--- config.mk ---
export PLATFORM = sky130hd
export DESIGN_NAME = top_k_by_magnitude_list_flat
export DESIGN_NICKNAME = d
export VERILOG_FILES = /design/src/hw/rtl/tkm_pkg.sv /design/src/hw/rtl/tkm_in_if.sv /design/src/hw/rtl/tkm_out_if.sv /design/src/hw/rtl/tkm_ctrl.sv /design/src/hw/rtl/tkm_dp.sv /design/src/hw/rtl/top_k_by_magnitude_list.sv /design/src/flat_wrapper.sv
export SDC_FILE = /design/constraint.sdc
export NUM_CORES = 2
export LEC_CHECK = 0
export BUFFER_PORTS_ARGS = -buffer_cell sky130_fd_sc_hd__buf_2
export CAP_MARGIN = 5
export CORE_MARGIN = 5
export CORE_UTILIZATION = 50
export CTS_CLUSTER_SIZE = 14
export DETAILED_ROUTE_END_ITERATION = 12
export PLACE_DENSITY = 0.66
export RECOVER_POWER = 50
export SLEW_MARGIN = 20
export SYNTH_ARGS = -nofsm -noshare
export SYNTH_HDL_FRONTEND = slang
export SYNTH_SLANG_ARGS = --single-unit
export TNS_END_PERCENT = 5
--- constraint.sdc ---
create_clock -name clk_i -period 7 [get_ports clk_i]
set_input_delay 1.05 -clock clk_i [delete_from_list [all_inputs] [get_ports clk_i]]
set_output_delay 1.05 -clock clk_i [all_outputs]
set_load 0.005 [all_outputs]
--- src/hw/rtl/tkm_pkg.sv ---
`timescale 1ns / 1ps
`default_nettype none

package tkm_pkg;

  localparam int MaxK    = 16;
  localparam int ScoreW  = 18;
  localparam int TagW    = 16;
  localparam int CommonW = 12;
  localparam int SlotW   = 4;
  localparam int KW      = 5;

  localparam logic [KW-1:0] KReset = KW'(1);

  localparam logic FuncInsert = 1'b0;
  localparam logic FuncRead   = 1'b1;

  typedef enum logic [1:0] {
    StIdle,
    StCmp,
    StUpd,
    StRead
  } tkm_state_e;

  typedef struct packed {
    logic latch;
    logic compare;
    logic update;
    logic load;
  } ctrl_cmd_t;

  typedef struct packed {
    logic out_free;
    logic rd_last;
  } dp_status_t;

  // Absolute value of a two's complement score. The most negative code maps to
  // its true magnitude, which still fits the unsigned width.
  function automatic logic [ScoreW-1:0] mag_f(logic signed [ScoreW-1:0] s);
    logic [ScoreW-1:0] u;
    u = s;
    return s[ScoreW-1] ? (~u + ScoreW'(1)) : u;
  endfunction

endpackage

`default_nettype wire

--- src/hw/rtl/tkm_in_if.sv ---
`timescale 1ns / 1ps
`default_nettype none

interface tkm_in_if;
  import tkm_pkg::*;

  logic                      valid;
  logic                      ready;
  logic                      func;
  logic signed [ScoreW-1:0]  score;
  logic        [TagW-1:0]    item_tag;
  logic        [CommonW-1:0] common_count;

  modport source (
    output valid, func, score, item_tag, common_count,
    input  ready
  );

  modport sink (
    input  valid, func, score, item_tag, common_count,
    output ready
  );

endinterface

`default_nettype wire

--- src/hw/rtl/tkm_out_if.sv ---
`timescale 1ns / 1ps
`default_nettype none

interface tkm_out_if;
  import tkm_pkg::*;

  logic                      valid;
  logic                      ready;
  logic        [SlotW-1:0]   slot;
  logic signed [ScoreW-1:0]  score_out;
  logic        [TagW-1:0]    tag_out;
  logic        [CommonW-1:0] common_out;
  logic                      is_empty;
  logic                      last;

  modport source (
    output valid, slot, score_out, tag_out, common_out, is_empty, last,
    input  ready
  );

  modport sink (
    input  valid, slot, score_out, tag_out, common_out, is_empty, last,
    output ready
  );

endinterface

`default_nettype wire

--- src/hw/rtl/tkm_ctrl.sv ---
`timescale 1ns / 1ps
`default_nettype none

module tkm_ctrl (
  input  wire logic                   clk_i,
  input  wire logic                   rst_ni,
  input  wire logic                   in_valid_i,
  input  wire logic                   in_func_i,
  output logic                        in_ready_o,
  input  wire tkm_pkg::dp_status_t    status_i,
  output tkm_pkg::ctrl_cmd_t          cmd_o
);
  import tkm_pkg::*;

  tkm_state_e state_q, state_d;

  always_ff @(posedge clk_i or negedge rst_ni) begin
    if (!rst_ni) begin
      state_q <= StIdle;
    end else begin
      state_q <= state_d;
    end
  end

  always_comb begin
    state_d = state_q;
    case (state_q)
      StIdle: begin
        if (in_valid_i) begin
          state_d = (in_func_i == FuncRead) ? StRead : StCmp;
        end
      end
      StCmp: begin
        state_d = StUpd;
      end
      StUpd: begin
        state_d = StIdle;
      end
      StRead: begin
        if (status_i.out_free && status_i.rd_last) begin
          state_d = StIdle;
        end
      end
      default: begin
        state_d = StIdle;
      end
    endcase
  end

  always_comb begin
    cmd_o      = '0;
    in_ready_o = 1'b0;
    case (state_q)
      StIdle: begin
        in_ready_o  = 1'b1;
        cmd_o.latch = in_valid_i;
      end
      StCmp: begin
        cmd_o.compare = 1'b1;
      end
      StUpd: begin
        cmd_o.update = 1'b1;
      end
      StRead: begin
        cmd_o.load = status_i.out_free;
      end
      default: begin
        cmd_o = '0;
      end
    endcase
  end

`ifndef ASSERT_OFF
  a_load_needs_room: assert property (@(posedge clk_i) disable iff (!rst_ni)
    cmd_o.load |-> status_i.out_free)
    else $error("Result loaded while the output register is occupied.");

  a_cmp_then_upd: assert property (@(posedge clk_i) disable iff (!rst_ni)
    state_q == StCmp |=> state_q == StUpd)
    else $error("Compare step not followed by the update step.");

  a_insert_compares: assert property (@(posedge clk_i) disable iff (!rst_ni)
    (in_valid_i && in_ready_o && in_func_i == FuncInsert) |=> cmd_o.compare)
    else $error("Accepted insert did not start a compare.");
`endif

endmodule

`default_nettype wire

--- src/hw/rtl/tkm_dp.sv ---
`timescale 1ns / 1ps
`default_nettype none

module tkm_dp #(
  parameter int MAX_K = tkm_pkg::MaxK
) (
  input  wire logic                                clk_i,
  input  wire logic                                rst_ni,
  input  wire logic                                cfg_we_i,
  input  wire logic        [tkm_pkg::KW-1:0]       cfg_wdata_i,
  input  wire logic signed [tkm_pkg::ScoreW-1:0]   in_score_i,
  input  wire logic        [tkm_pkg::TagW-1:0]     in_tag_i,
  input  wire logic        [tkm_pkg::CommonW-1:0]  in_common_i,
  input  wire tkm_pkg::ctrl_cmd_t                  cmd_i,
  output tkm_pkg::dp_status_t                      status_o,
  input  wire logic                                out_ready_i,
  output logic                                     out_valid_o,
  output logic             [tkm_pkg::SlotW-1:0]    out_slot_o,
  output logic signed      [tkm_pkg::ScoreW-1:0]   out_score_o,
  output logic             [tkm_pkg::TagW-1:0]     out_tag_o,
  output logic             [tkm_pkg::CommonW-1:0]  out_common_o,
  output logic                                     out_is_empty_o,
  output logic                                     out_last_o
);
  import tkm_pkg::*;

  localparam int FW = $clog2(MAX_K + 1);
  localparam int IW = (MAX_K > 1) ? $clog2(MAX_K) : 1;
  localparam int CW = (FW > KW) ? FW : KW;

  logic signed [ScoreW-1:0]  ent_score_q  [MAX_K];
  logic        [TagW-1:0]    ent_tag_q    [MAX_K];
  logic        [CommonW-1:0] ent_common_q [MAX_K];
  logic signed [ScoreW-1:0]  ent_score_d  [MAX_K];
  logic        [TagW-1:0]    ent_tag_d    [MAX_K];
  logic        [CommonW-1:0] ent_common_d [MAX_K];

  logic [FW-1:0] fill_q, fill_d;
  logic [KW-1:0] k_q;
  logic [CW-1:0] k_eff;

  logic signed [ScoreW-1:0]  cand_score_q;
  logic        [TagW-1:0]    cand_tag_q;
  logic        [CommonW-1:0] cand_common_q;
  logic        [ScoreW-1:0]  cand_mag_q;

  logic [MAX_K-1:0] valid_v;
  logic [MAX_K-1:0] ge_d, ge_q;
  logic             front_d, front_q;
  logic [MAX_K-1:0] keep;
  logic [MAX_K-1:0] cand_at;
  logic             lt_any, is_empty, is_append, is_middle, full_k, at_max, upd_we;

  logic [IW-1:0] rd_idx_q;
  logic          rd_last;

  logic                      out_valid_q;
  logic [SlotW-1:0]          out_slot_q;
  logic signed [ScoreW-1:0]  out_score_q;
  logic [TagW-1:0]           out_tag_q;
  logic [CommonW-1:0]        out_common_q;
  logic                      out_is_empty_q;
  logic                      out_last_q;

  always_ff @(posedge clk_i or negedge rst_ni) begin
    if (!rst_ni) begin
      k_q <= KReset;
    end else if (cfg_we_i) begin
      k_q <= cfg_wdata_i;
    end
  end

  always_comb begin
    if (k_q == '0) begin
      k_eff = CW'(1);
    end else if (CW'(k_q) > CW'(MAX_K)) begin
      k_eff = CW'(MAX_K);
    end else begin
      k_eff = CW'(k_q);
    end
  end

  always_ff @(posedge clk_i) begin
    if (cmd_i.latch) begin
      cand_score_q  <= in_score_i;
      cand_tag_q    <= in_tag_i;
      cand_common_q <= in_common_i;
      cand_mag_q    <= mag_f(in_score_i);
    end
  end

  // Every stored slot is compared with the candidate at once; the list is
  // sorted, so the slots at or above the candidate form a prefix.
  always_comb begin
    for (int i = 0; i < MAX_K; i++) begin
      valid_v[i] = FW'(i) < fill_q;
      ge_d[i]    = valid_v[i] && (mag_f(ent_score_q[i]) >= cand_mag_q);
    end
    front_d = cand_mag_q >= mag_f(ent_score_q[0]);
  end

  always_ff @(posedge clk_i) begin
    if (cmd_i.compare) begin
      ge_q    <= ge_d;
      front_q <= front_d;
    end
  end

  always_comb begin
    lt_any    = |(valid_v & ~ge_q);
    is_empty  = fill_q == '0;
    is_append = !is_empty && !lt_any;
    is_middle = !is_empty && lt_any && !front_q;
    full_k    = CW'(fill_q) >= k_eff;
    at_max    = fill_q == FW'(MAX_K);
    upd_we    = !(is_append && full_k);

    for (int i = 0; i < MAX_K; i++) begin
      keep[i] = ge_q[i] && !(front_q && lt_any);
    end
    cand_at[0] = !keep[0];
    for (int i = 1; i < MAX_K; i++) begin
      cand_at[i] = !keep[i] && keep[i-1];
    end

    ent_score_d[0]  = cand_at[0] ? cand_score_q  : ent_score_q[0];
    ent_tag_d[0]    = cand_at[0] ? cand_tag_q    : ent_tag_q[0];
    ent_common_d[0] = cand_at[0] ? cand_common_q : ent_common_q[0];
    for (int i = 1; i < MAX_K; i++) begin
      if (keep[i]) begin
        ent_score_d[i]  = ent_score_q[i];
        ent_tag_d[i]    = ent_tag_q[i];
        ent_common_d[i] = ent_common_q[i];
      end else if (cand_at[i]) begin
        ent_score_d[i]  = cand_score_q;
        ent_tag_d[i]    = cand_tag_q;
        ent_common_d[i] = cand_common_q;
      end else begin
        ent_score_d[i]  = ent_score_q[i-1];
        ent_tag_d[i]    = ent_tag_q[i-1];
        ent_common_d[i] = ent_common_q[i-1];
      end
    end

    // A middle insert into a list filled to the full depth shortens the list
    // by one when k is below that depth.
    if (is_middle && at_max && (k_eff < CW'(MAX_K))) begin
      fill_d = fill_q - FW'(1);
    end else if (full_k) begin
      fill_d = fill_q;
    end else begin
      fill_d = fill_q + FW'(1);
    end
  end

  always_ff @(posedge clk_i) begin
    if (cmd_i.update && upd_we) begin
      ent_score_q  <= ent_score_d;
      ent_tag_q    <= ent_tag_d;
      ent_common_q <= ent_common_d;
    end
  end

  always_ff @(posedge clk_i or negedge rst_ni) begin
    if (!rst_ni) begin
      fill_q <= '0;
    end else if (cmd_i.update) begin
      fill_q <= fill_d;
    end
  end

  assign rd_last = is_empty || ((FW'(rd_idx_q) + FW'(1)) == fill_q);

  always_ff @(posedge clk_i or negedge rst_ni) begin
    if (!rst_ni) begin
      rd_idx_q <= '0;
    end else if (cmd_i.latch) begin
      rd_idx_q <= '0;
    end else if (cmd_i.load) begin
      rd_idx_q <= rd_idx_q + IW'(1);
    end
  end

  always_ff @(posedge clk_i or negedge rst_ni) begin
    if (!rst_ni) begin
      out_valid_q <= 1'b0;
    end else if (cmd_i.load) begin
      out_valid_q <= 1'b1;
    end else if (out_ready_i) begin
      out_valid_q <= 1'b0;
    end
  end

  always_ff @(posedge clk_i) begin
    if (cmd_i.load) begin
      out_is_empty_q <= is_empty;
      out_last_q     <= rd_last;
      if (is_empty) begin
        out_slot_q   <= '0;
        out_score_q  <= '0;
        out_tag_q    <= '0;
        out_common_q <= '0;
      end else begin
        out_slot_q   <= SlotW'(rd_idx_q);
        out_score_q  <= ent_score_q[rd_idx_q];
        out_tag_q    <= ent_tag_q[rd_idx_q];
        out_common_q <= ent_common_q[rd_idx_q];
      end
    end
  end

  assign status_o.out_free = !out_valid_q || out_ready_i;
  assign status_o.rd_last  = rd_last;

  assign out_valid_o    = out_valid_q;
  assign out_slot_o     = out_slot_q;
  assign out_score_o    = out_score_q;
  assign out_tag_o      = out_tag_q;
  assign out_common_o   = out_common_q;
  assign out_is_empty_o = out_is_empty_q;
  assign out_last_o     = out_last_q;

`ifndef ASSERT_OFF
  a_fill_bound: assert property (@(posedge clk_i) disable iff (!rst_ni)
    fill_q <= FW'(MAX_K))
    else $error("Fill count exceeds the list depth.");

  a_fill_step: assert property (@(posedge clk_i) disable iff (!rst_ni)
    cmd_i.update |=> fill_q <= $past(fill_q) + 1)
    else $error("Fill count grew by more than one on an insert.");

  a_fill_hold: assert property (@(posedge clk_i) disable iff (!rst_ni)
    !cmd_i.update |=> $stable(fill_q))
    else $error("Fill count changed outside an insert.");

  a_empty_is_last: assert property (@(posedge clk_i) disable iff (!rst_ni)
    (out_valid_q && out_is_empty_q) |-> out_last_q)
    else $error("Empty marker not flagged as the final result.");
`endif

endmodule

`default_nettype wire

--- src/hw/rtl/top_k_by_magnitude_list.sv ---
// Best candidates sorted by score magnitude, up to k (more if k is lowered).
// The in_i channel takes one item per transfer: func selects an insert of a
// candidate (score, item_tag, common_count) or a read-out of the whole list.
// The out_o channel carries one transfer per stored entry, slot 0 first, with
// last set on the final one; a read-out of an empty list gives a single
// transfer with is_empty and last set and all other fields zero.
// An insert produces no result and occupies the block for the accept, a
// compare step in which all slots are compared with the candidate in
// parallel, and an update step in which the list shifts and the fill updates.
// A read-out moves from the accept to the read state, which loads the results
// into the output register one result per cycle while out_o does not stall.
// The results pass through a single output register; while out_o stalls,
// that register holds its transfer and the read-out waits. The next item is
// accepted as soon as the last result is in the output register.
// cfg_we_i writes k from cfg_wdata_i and must only be used while idle.
// Reset empties the list and sets k to 1; stored entries are not cleared.
`timescale 1ns / 1ps
`default_nettype none

module top_k_by_magnitude_list #(
  parameter int MAX_K = tkm_pkg::MaxK
) (
  input  wire logic                    clk_i,
  input  wire logic                    rst_ni,
  input  wire logic                    cfg_we_i,
  input  wire logic [tkm_pkg::KW-1:0]  cfg_wdata_i,
  tkm_in_if.sink                       in_i,
  tkm_out_if.source                    out_o
);
  import tkm_pkg::*;

  ctrl_cmd_t  cmd;
  dp_status_t status;
  logic       in_ready;

  tkm_ctrl u_ctrl (
    .clk_i      (clk_i),
    .rst_ni     (rst_ni),
    .in_valid_i (in_i.valid),
    .in_func_i  (in_i.func),
    .in_ready_o (in_ready),
    .status_i   (status),
    .cmd_o      (cmd)
  );

  tkm_dp #(
    .MAX_K (MAX_K)
  ) u_dp (
    .clk_i          (clk_i),
    .rst_ni         (rst_ni),
    .cfg_we_i       (cfg_we_i),
    .cfg_wdata_i    (cfg_wdata_i),
    .in_score_i     (in_i.score),
    .in_tag_i       (in_i.item_tag),
    .in_common_i    (in_i.common_count),
    .cmd_i          (cmd),
    .status_o       (status),
    .out_ready_i    (out_o.ready),
    .out_valid_o    (out_o.valid),
    .out_slot_o     (out_o.slot),
    .out_score_o    (out_o.score_out),
    .out_tag_o      (out_o.tag_out),
    .out_common_o   (out_o.common_out),
    .out_is_empty_o (out_o.is_empty),
    .out_last_o     (out_o.last)
  );

  assign in_i.ready = in_ready;

endmodule

`default_nettype wire

--- src/flat_wrapper.sv ---
// flat-port wrapper written by rule: the top's interface ports become plain ports
module top_k_by_magnitude_list_flat import tkm_pkg::*;
#(
  parameter int MAX_K = tkm_pkg::MaxK
)
  (clk_i, rst_ni, cfg_we_i, cfg_wdata_i, in_i_valid, in_i_func, in_i_score, in_i_item_tag, in_i_common_count, in_i_ready, out_o_valid, out_o_slot, out_o_score_out, out_o_tag_out, out_o_common_out, out_o_is_empty, out_o_last, out_o_ready);
  tkm_in_if in_i_i ();
  tkm_out_if out_o_i ();
  input  wire logic clk_i;
  input  wire logic rst_ni;
  input  wire logic cfg_we_i;
  input  wire logic [tkm_pkg::KW-1:0] cfg_wdata_i;
  input wire logic [$bits(in_i_i.valid)-1:0] in_i_valid;
  input wire logic [$bits(in_i_i.func)-1:0] in_i_func;
  input wire logic [$bits(in_i_i.score)-1:0] in_i_score;
  input wire logic [$bits(in_i_i.item_tag)-1:0] in_i_item_tag;
  input wire logic [$bits(in_i_i.common_count)-1:0] in_i_common_count;
  output wire logic [$bits(in_i_i.ready)-1:0] in_i_ready;
  output wire logic [$bits(out_o_i.valid)-1:0] out_o_valid;
  output wire logic [$bits(out_o_i.slot)-1:0] out_o_slot;
  output wire logic [$bits(out_o_i.score_out)-1:0] out_o_score_out;
  output wire logic [$bits(out_o_i.tag_out)-1:0] out_o_tag_out;
  output wire logic [$bits(out_o_i.common_out)-1:0] out_o_common_out;
  output wire logic [$bits(out_o_i.is_empty)-1:0] out_o_is_empty;
  output wire logic [$bits(out_o_i.last)-1:0] out_o_last;
  input wire logic [$bits(out_o_i.ready)-1:0] out_o_ready;
  assign in_i_i.valid = in_i_valid;
  assign in_i_i.func = in_i_func;
  assign in_i_i.score = in_i_score;
  assign in_i_i.item_tag = in_i_item_tag;
  assign in_i_i.common_count = in_i_common_count;
  assign in_i_ready = in_i_i.ready;
  assign out_o_valid = out_o_i.valid;
  assign out_o_slot = out_o_i.slot;
  assign out_o_score_out = out_o_i.score_out;
  assign out_o_tag_out = out_o_i.tag_out;
  assign out_o_common_out = out_o_i.common_out;
  assign out_o_is_empty = out_o_i.is_empty;
  assign out_o_last = out_o_i.last;
  assign out_o_i.ready = out_o_ready;
  top_k_by_magnitude_list #(.MAX_K(MAX_K)) u_core (.clk_i(clk_i), .rst_ni(rst_ni), .cfg_we_i(cfg_we_i), .cfg_wdata_i(cfg_wdata_i), .in_i(in_i_i), .out_o(out_o_i));
endmodule
# Word-level counts from Yosys, hierarchy flattened
# Cells that the tools add are included.
# totals
out_inout_bits	54
mem_bits_ro	0
latch_bits	0
ram_bits	0
memories	0
elab_cells	359
reg_bits	886
# op_classes
reduce_logical	103
shifts	0
eq_ne	8
add_sub_neg	21
muxes	88
div_mod_pow	0
bitwise_logic	36
mul	0
order_cmp	37
# ops
operator	count
$mux 18	33
$add 18x1->18 const B	17
$ge 18x18->1	17
$not 18->18	17
$mux 16	17
$mux 12	17
$bmux 18 s4	1
$bmux 16 s4	1
$logic_and 1x1->1	56
$bmux 12 s4	1
$lt 4x5->1 const A	8
$reduce_and 2->1	18
$logic_not 1->1	21
$lt 3x5->1 const A	4
$mux 5	4
$mux 17	1
$and 16x16->16	1
$not 1->1	16
$not 16->16	1
$reduce_or 16->1	1
$logic_not 5->1	2
$lt 1x5->1 const A	2
$lt 2x5->1 const A	2
$mux 4	2
other kinds (21)	33

# Depth between registers and ports, before layout
# logic_depth
word_depth	9
depth_mapped	15
ltp_nobuf	15

# By module
# Synthesis repeated with hierarchy kept, for this count alone.
# unflattened
cells_unflattened	3749
area_unflattened_um2	53834.1
# modules_own_cells
mod	area_per_inst_um2	seq_area_each_um2	cells_per_inst	instances
tkm_dp	53716.5	26441.6	3737	1
tkm_ctrl	117.6	50.0	12	1

# Worst setup path before layout
# Ideal clock, no wire load.
# synth_path
kind	register to register
startpoint	reg u_core.u_dp.fill_q[0]
endpoint	reg u_core.u_dp.ent_common_q[0] (netlist bit), enable pin
setup_slack_ps	1087
n_path_buf	2
setup_ps	518
arrival_ps	5395
t_required_ps	6482
path_stages_with_launch	10
path_cell_list	dfrtp_1 -> clkbuf_1 -> inv_1 -> ha_1 -> nor2b_1 -> o21ai_0 -> a31oi_1 -> nor3_2 -> buf_4 -> o31ai_1
# synth_via
elab_chain_len	9
# synth_lines
item	line_no	rtl
start, declared	tkm_dp.sv:38	logic [FW-1:0] fill_q, fill_d;
start signal, assigned	tkm_dp.sv:168	fill_q <= fill_d;
$lt 1x5->1 (tied with other cells)	tkm_dp.sv:96	valid_v[i] = FW'(i) < fill_q;
$and 16x16->16	tkm_dp.sv:110	lt_any = |(valid_v & ~ge_q);
$reduce_or 16->1	tkm_dp.sv:110	
$logic_not 1->1	tkm_dp.sv:112	is_append = !is_empty && !lt_any;
$logic_and 1x1->1	tkm_dp.sv:112	
$logic_and 1x1->1	tkm_dp.sv:116	upd_we = !(is_append && full_k);
$logic_not 1->1	tkm_dp.sv:116	
$logic_and 1x1->1	tkm_dp.sv:157	if (cmd_i.update && upd_we) begin
$reduce_and 2->1 (no source line) *	-	
end signal, assigned	tkm_dp.sv:160	ent_common_q <= ent_common_d;
end, declared	tkm_dp.sv:33	logic [CommonW-1:0] ent_common_q [MAX_K];
# Mark *: on every way between the ends. The rest lies on a longest branch, timed or not.
# A chain may end at the register's enable or synchronous reset.

# Worst setup path in the final report
# layout_path
startpoint	reg u_core.u_dp.fill_q[4]
endpoint	reg u_core.u_dp.ent_score_q[253] (netlist bit), enable pin
# layout_via
elab_chain_len	9
# layout_lines
item	line_no	rtl
$lt 1x5->1 (tied with other cells)	tkm_dp.sv:96	
$and 16x16->16	tkm_dp.sv:110	
$reduce_or 16->1	tkm_dp.sv:110	
$logic_not 1->1	tkm_dp.sv:112	
$logic_and 1x1->1	tkm_dp.sv:112	
$logic_and 1x1->1	tkm_dp.sv:116	
$logic_not 1->1	tkm_dp.sv:116	
$logic_and 1x1->1	tkm_dp.sv:157	
$reduce_and 2->1 (no source line) *	-	
end signal, assigned	tkm_dp.sv:158	ent_score_q <= ent_score_d;
end, declared	tkm_dp.sv:31	logic signed [ScoreW-1:0] ent_score_q [MAX_K];
# Marks and branches as above.

==> impl_results.html <==
<table>
<tr><th>Metric</th><th>Value</th></tr>
<tr><th colspan="2">Global routing</th></tr>
<tr><td>Wire length of the first global-routing pass</td><td>219000 um</td></tr>
<tr><td>Antenna violations before repair</td><td>1</td></tr>
<tr><td>Largest net degree at the start of global routing</td><td>104</td></tr>
<tr><td>Remaining Overflow, GRT</td><td>0</td></tr>
<tr><td>Vias in the first global route</td><td>32300</td></tr>
<tr><td>Overall fraction of global-route tracks in use</td><td>25.6%</td></tr>
<tr><th colspan="2">Critical path</th></tr>
<tr><td>Worst endpoint required time</td><td>7.19 ns</td></tr>
<tr><td>Terminus of the critical flop-to-flop path</td><td>u_core.u_dp.ent_score_q[253]$_DFFE_PP_</td></tr>
<tr><td>Critical path arrival</td><td>5.82 ns</td></tr>
<tr><td>Crit-path slowest cell</td><td>clkbuf_1</td></tr>
<tr><td>Maximum fanout along the worst path</td><td>21</td></tr>
<tr><td>Worst setup path category</td><td>reg -&gt; reg</td></tr>
<tr><td>Startpoint types</td><td>register</td></tr>
<tr><td>R2R setup slack</td><td>1.37 ns</td></tr>
<tr><td>Start of the worst register-to-register path</td><td>u_core.u_dp.fill_q[4]$_DFFE_PN0P_</td></tr>
<tr><td>Delay of the slowest critical-path stage</td><td>1.41 ns</td></tr>
<tr><td>CP dominant cell by count</td><td>clkbuf_1</td></tr>
<tr><td>Cells traversed along the worst timing path</td><td>nor3_1 &gt; a21oi_1 &gt; or3_1 &gt; or4_1 &gt; or2_2 &gt; nor3_4 &gt; clkbuf_1 &gt; o31ai_4 &gt; clkbuf_1</td></tr>
<tr><td>Worst setup EP type</td><td>register</td></tr>
<tr><td>Register-to-Register Path Depth</td><td>9</td></tr>
<tr><th colspan="2">Timing</th></tr>
<tr><td>Max frequency</td><td>178 MHz</td></tr>
<tr><td>Unrepaired setup endpoints after global routing</td><td>no</td></tr>
<tr><td>Slew HR</td><td>-181%</td></tr>
<tr><td>Final number of setup-violating endpoints</td><td>0</td></tr>
<tr><td>Setup skew after layout</td><td>0.0323 ns</td></tr>
<tr><td>Fin. max-slew vios</td><td>883</td></tr>
<tr><td>Final hold violation count</td><td>0</td></tr>
<tr><td>Final clock period utilization by the worst path</td><td>80.4%</td></tr>
<tr><td>Setup slack after layout</td><td>1.37 ns</td></tr>
<tr><td>Shortest period the worst path allows</td><td>5.63 ns</td></tr>
<tr><td>Worst slew pin tran</td><td>4.22 ns</td></tr>
<tr><td>Final total negative setup slack</td><td>0 ns</td></tr>
<tr><th colspan="2">Final layout</th></tr>
<tr><td>Share of post-route cells with drive strength above 1</td><td>30.0%</td></tr>
<tr><td>End-of-flow core utilization</td><td>54.6%</td></tr>
<tr><td>ANT cells</td><td>0</td></tr>
<tr><td>Final Non-Filler Cells</td><td>5240</td></tr>
<tr><td># nets final</td><td>4132</td></tr>
<tr><td>Synthesis-to-finish area growth</td><td>8.77%</td></tr>
<tr><td>Fill cell count</td><td>8676</td></tr>
<tr><th colspan="2">Floorplan</th></tr>
<tr><td>Die Outline Area</td><td>0.114 mm^2</td></tr>
<tr><td>Initial core utilization</td><td>50.2%</td></tr>
<tr><td>Total core area</td><td>0.107 mm^2</td></tr>
<tr><td>Placement row count</td><td>120</td></tr>
<tr><td>Die Wd</td><td>337 um</td></tr>
<tr><td>Count of pins on the block boundary</td><td>111</td></tr>
<tr><td>Die extent in y</td><td>337 um</td></tr>
<tr><th colspan="2">Logic synthesis</th></tr>
<tr><td>Mapped Nets</td><td>4095</td></tr>
<tr><td>Post-synthesis instance area</td><td>0.0536 mm^2</td></tr>
<tr><td>Gate count of the mapped netlist</td><td>3723</td></tr>
<tr><td>Ranking of synthesized cells by instance count</td><td>edfxtp_1 (868), mux2_2 (673), ha_1 (315)</td></tr>
<tr><td>Number of synthesized register bits</td><td>885</td></tr>
<tr><td>Yosys warns</td><td>0</td></tr>
<tr><td>Synth async-reset ratio</td><td>1.92%</td></tr>
<tr><td>Area share of the largest cell type after synthesis</td><td>48.6%</td></tr>
<tr><td>Synth unique cells</td><td>63</td></tr>
<tr><td>Number of enable flip-flop cells after synthesis</td><td>868</td></tr>
<tr><td>Top-count cell post-synth</td><td>edfxtp_1</td></tr>
<tr><td>Library cell with the largest summed area after synthesis</td><td>edfxtp_1</td></tr>
<tr><td>Syn_area_per_cell</td><td>14.4 um^2</td></tr>
<tr><td>Biggest area contributors in the synthesized netlist</td><td>edfxtp_1 (49%), mux2_2 (14%), mux4_2 (9.7%), ha_1 (7.4%), xnor2_1 (4.0%)</td></tr>
<tr><td>Sequential element share of the synthesized area</td><td>49.4%</td></tr>
<tr><td>Ys flop type</td><td>edfxtp_1</td></tr>
<tr><th colspan="2">Clock tree</th></tr>
<tr><td>Clock root cell</td><td>clkbuf_16</td></tr>
<tr><td>Worst-Skew Late Latency</td><td>0.70 ns</td></tr>
<tr><td>Hold buffer count at CTS</td><td>0</td></tr>
<tr><td>CTS Buffer Depth</td><td>3</td></tr>
<tr><td>H-tree lvl count</td><td>3</td></tr>
<tr><td>Total clock sinks</td><td>885</td></tr>
<tr><td>Post-cts gate resize count</td><td>0</td></tr>
<tr><td>Clock tree from TritonCTS</td><td>yes</td></tr>
<tr><td>Cts bufs inserted</td><td>98</td></tr>
<tr><td>Setup Buffers After CTS</td><td>0</td></tr>
<tr><td>Reg clk slew, reported paths</td><td>0.06 ns</td></tr>
<tr><th colspan="2">Job</th></tr>
<tr><td>Max-Cap Viols</td><td>25</td></tr>
<tr><th colspan="2">Drt</th></tr>
<tr><td>Vias</td><td>33600</td></tr>
<tr><td>Number of remaining DRC errors</td><td>0</td></tr>
<tr><td>Iteration-0 DRC Markers</td><td>3333</td></tr>
<tr><td>Total Routed Length</td><td>148000 um</td></tr>
<tr><td>Final ANT Viol Nets</td><td>0</td></tr>
<tr><td>Routed wire length per instance</td><td>28.2 um</td></tr>
<tr><td>First-pass iteration count of the detailed router</td><td>5</td></tr>
<tr><td>Average via count per standard cell</td><td>6.42</td></tr>
<tr><th colspan="2">Run status</th></tr>
<tr><td>Violated checks</td><td>capacitance limit, slew limit</td></tr>
<tr><td>Outcome</td><td>finished with violations</td></tr>
<tr><th colspan="2">Placed design</th></tr>
<tr><td>Global placement routability congestion</td><td>0.885</td></tr>
<tr><td>Count of input and output buffers</td><td>110</td></tr>
<tr><td>Post-Place Setup Slack</td><td>2.44 ns</td></tr>
<tr><td>Final HPWL from detailed placement</td><td>95600 um</td></tr>
<tr><td>Total placed cells including tap cells</td><td>5063</td></tr>
<tr><th colspan="2">Power and ir drop</th></tr>
<tr><td>Psw</td><td>0.0118 W</td></tr>
<tr><td>Reg power frac</td><td>39.3%</td></tr>
<tr><td>Clock power frac</td><td>16.4%</td></tr>
<tr><td>Power density relative to cell area</td><td>531 mW/mm^2</td></tr>
<tr><td>Total power</td><td>0.0309 W</td></tr>
<tr><td>Switching portion of total power</td><td>38.2%</td></tr>
<tr><td>Leakage power of the design</td><td>20.2 nW</td></tr>
<tr><td>Internal</td><td>0.0191 W</td></tr>
<tr><td>IR drop worst, VDD</td><td>0.497 mV</td></tr>
<tr><td>Gate power share</td><td>44.2%</td></tr>
<tr><th colspan="2">Min path</th></tr>
<tr><td>HP Class</td><td>in -&gt; async</td></tr>
</table>
cell families after synthesis:
group                    after synthesis  synth area share [%]
AND/OR/NAND/NOR                      548                  5.87
AO/OA/AOI/OAI                        495                  6.11
flip-flops                           885                  49.4
multiplexers                         923                  24.2
adder cells (fa/ha/maj)              315                  7.36
XOR/XNOR                             264                  4.31
buffers and inverters                293                  2.72
power groups by stage:
| stage | Combinational (W) | Sequential, W | Clock (W) |
|---|---|---|---|
| after global routing | 0.0149 | 0.0124 | 0.00539 |
| after detailed placement | 0.0135 | 0.0121 | 0 |
| after CTS | 0.0136 | 0.0121 | 0.00518 |
| final | 0.0137 | 0.0122 | 0.00508 |
| after global placement | 0.0132 | 0.0121 | 0 |
| after floorplan | 0.0102 | 0.0111 | 0 |
layout make-up:
type	count	area, um^2	share of cell area, %
timing repair buffer	159	803	1.38
inverter	71	268	0.459
tap	1403	1760	3.01
clock inverter	55	514	0.882
clock buffer	122	2570	4.42
sequential	885	26500	45.5
multi-input combinational	2545	25900	44.4
worst max path at each step:
stage                                           start                                endpoint  slack (ns)  depth (start not counted)
global placement    u_core.u_dp.fill_q[4]$_DFFE_PN0P_    u_core.u_dp.ent_tag_q[165]$_DFFE_PP_        2.49                          7
finish              u_core.u_dp.fill_q[4]$_DFFE_PN0P_  u_core.u_dp.ent_score_q[253]$_DFFE_PP_        1.37                          9
floorplan           u_core.u_dp.fill_q[0]$_DFFE_PN0P_   u_core.u_dp.ent_common_q[0]$_DFFE_PP_        1.09                          9
global route        u_core.u_dp.fill_q[4]$_DFFE_PN0P_  u_core.u_dp.ent_score_q[255]$_DFFE_PP_        1.18                          9
detailed placement  u_core.u_dp.fill_q[4]$_DFFE_PN0P_    u_core.u_dp.ent_tag_q[167]$_DFFE_PP_        2.44                          7
CTS                 u_core.u_dp.fill_q[4]$_DFFE_PN0P_    u_core.u_dp.ent_tag_q[167]$_DFFE_PP_        2.45                          7
through the flow:
| stage | hold WS (ns) | area, um^2 |
|---|---|---|
| floorplan | 0.504 | 53600 |
| global placement | 0.498 | 55400 |
| detailed placement | 0.514 | 55400 |
| CTS | 0.272 | 58500 |
| global route | 0.500 | 58300 |
| finish | 0.521 | 58300 |
placed cells by master (no fill, tap or decap), types with 11 or more instances in the layout:
cell type,instances
a21o_1,92
a21oi_1,80
a221oi_1,12
and4_1,16
buf_2,52
buf_4,23
clkbuf_1,98
clkbuf_16,99
clkinv_1,26
clkinv_2,16
dfrtp_1,13
edfxtp_1,868
ha_1,315
inv_1,70
mux2_2,671
mux2i_1,16
mux4_2,230
nand2_1,104
nand2b_1,74
nand3_1,31
nand3b_1,16
nand4_1,25
nor2_1,51
nor2b_1,64
nor3_1,41
nor4_1,12
nor4bb_1,12
o21ai_0,140
o31ai_1,61
o31ai_4,16
o41ai_1,40
or2_2,11
or3_1,38
or4_1,38
xnor2_1,242
xor2_1,22
registers in the layout, indices dropped and copies added, names as in the netlist, 16 cells and up:
register,flops
u_core.u_dp.ent_tag_q,256
u_core.u_dp.cand_score_q,18
u_core.u_dp.cand_mag_q,17
u_core.u_dp.ge_q,16
u_core.u_dp.ent_score_q,288
u_core.u_dp.out_tag_o,16
u_core.u_dp.cand_tag_q,16
u_core.u_dp.ent_common_q,192
u_core.u_dp.out_score_o,18
per-layer routing:
metal | vias up | share of wire, % | routed length [um] | track usage (%)
li1 | 14900 | - | - | -
met1 | 17300 | 45 | 67100 | 38.9
met2 | 1295 | 45 | 66000 | 38.9
met3 | 188 | 7.1 | 10500 | 3.72
met4 | 0 | 2.7 | 3920 | 7.24
met5 | - | 0 | 0 | 0
worst max-delay path: cells and delay by family (launching register included):
| family | cells | cell delay, ns |
|---|---|---|
| AOI/OAI and AO/OA | 2 | 0.16 |
| buffers and inverters | 2 | 2.09 |
| DFF | 1 | 0.63 |
| and+or+nand+nor | 5 | 2.22 |
No activity file was read; power rests on OpenSTA's default activity.
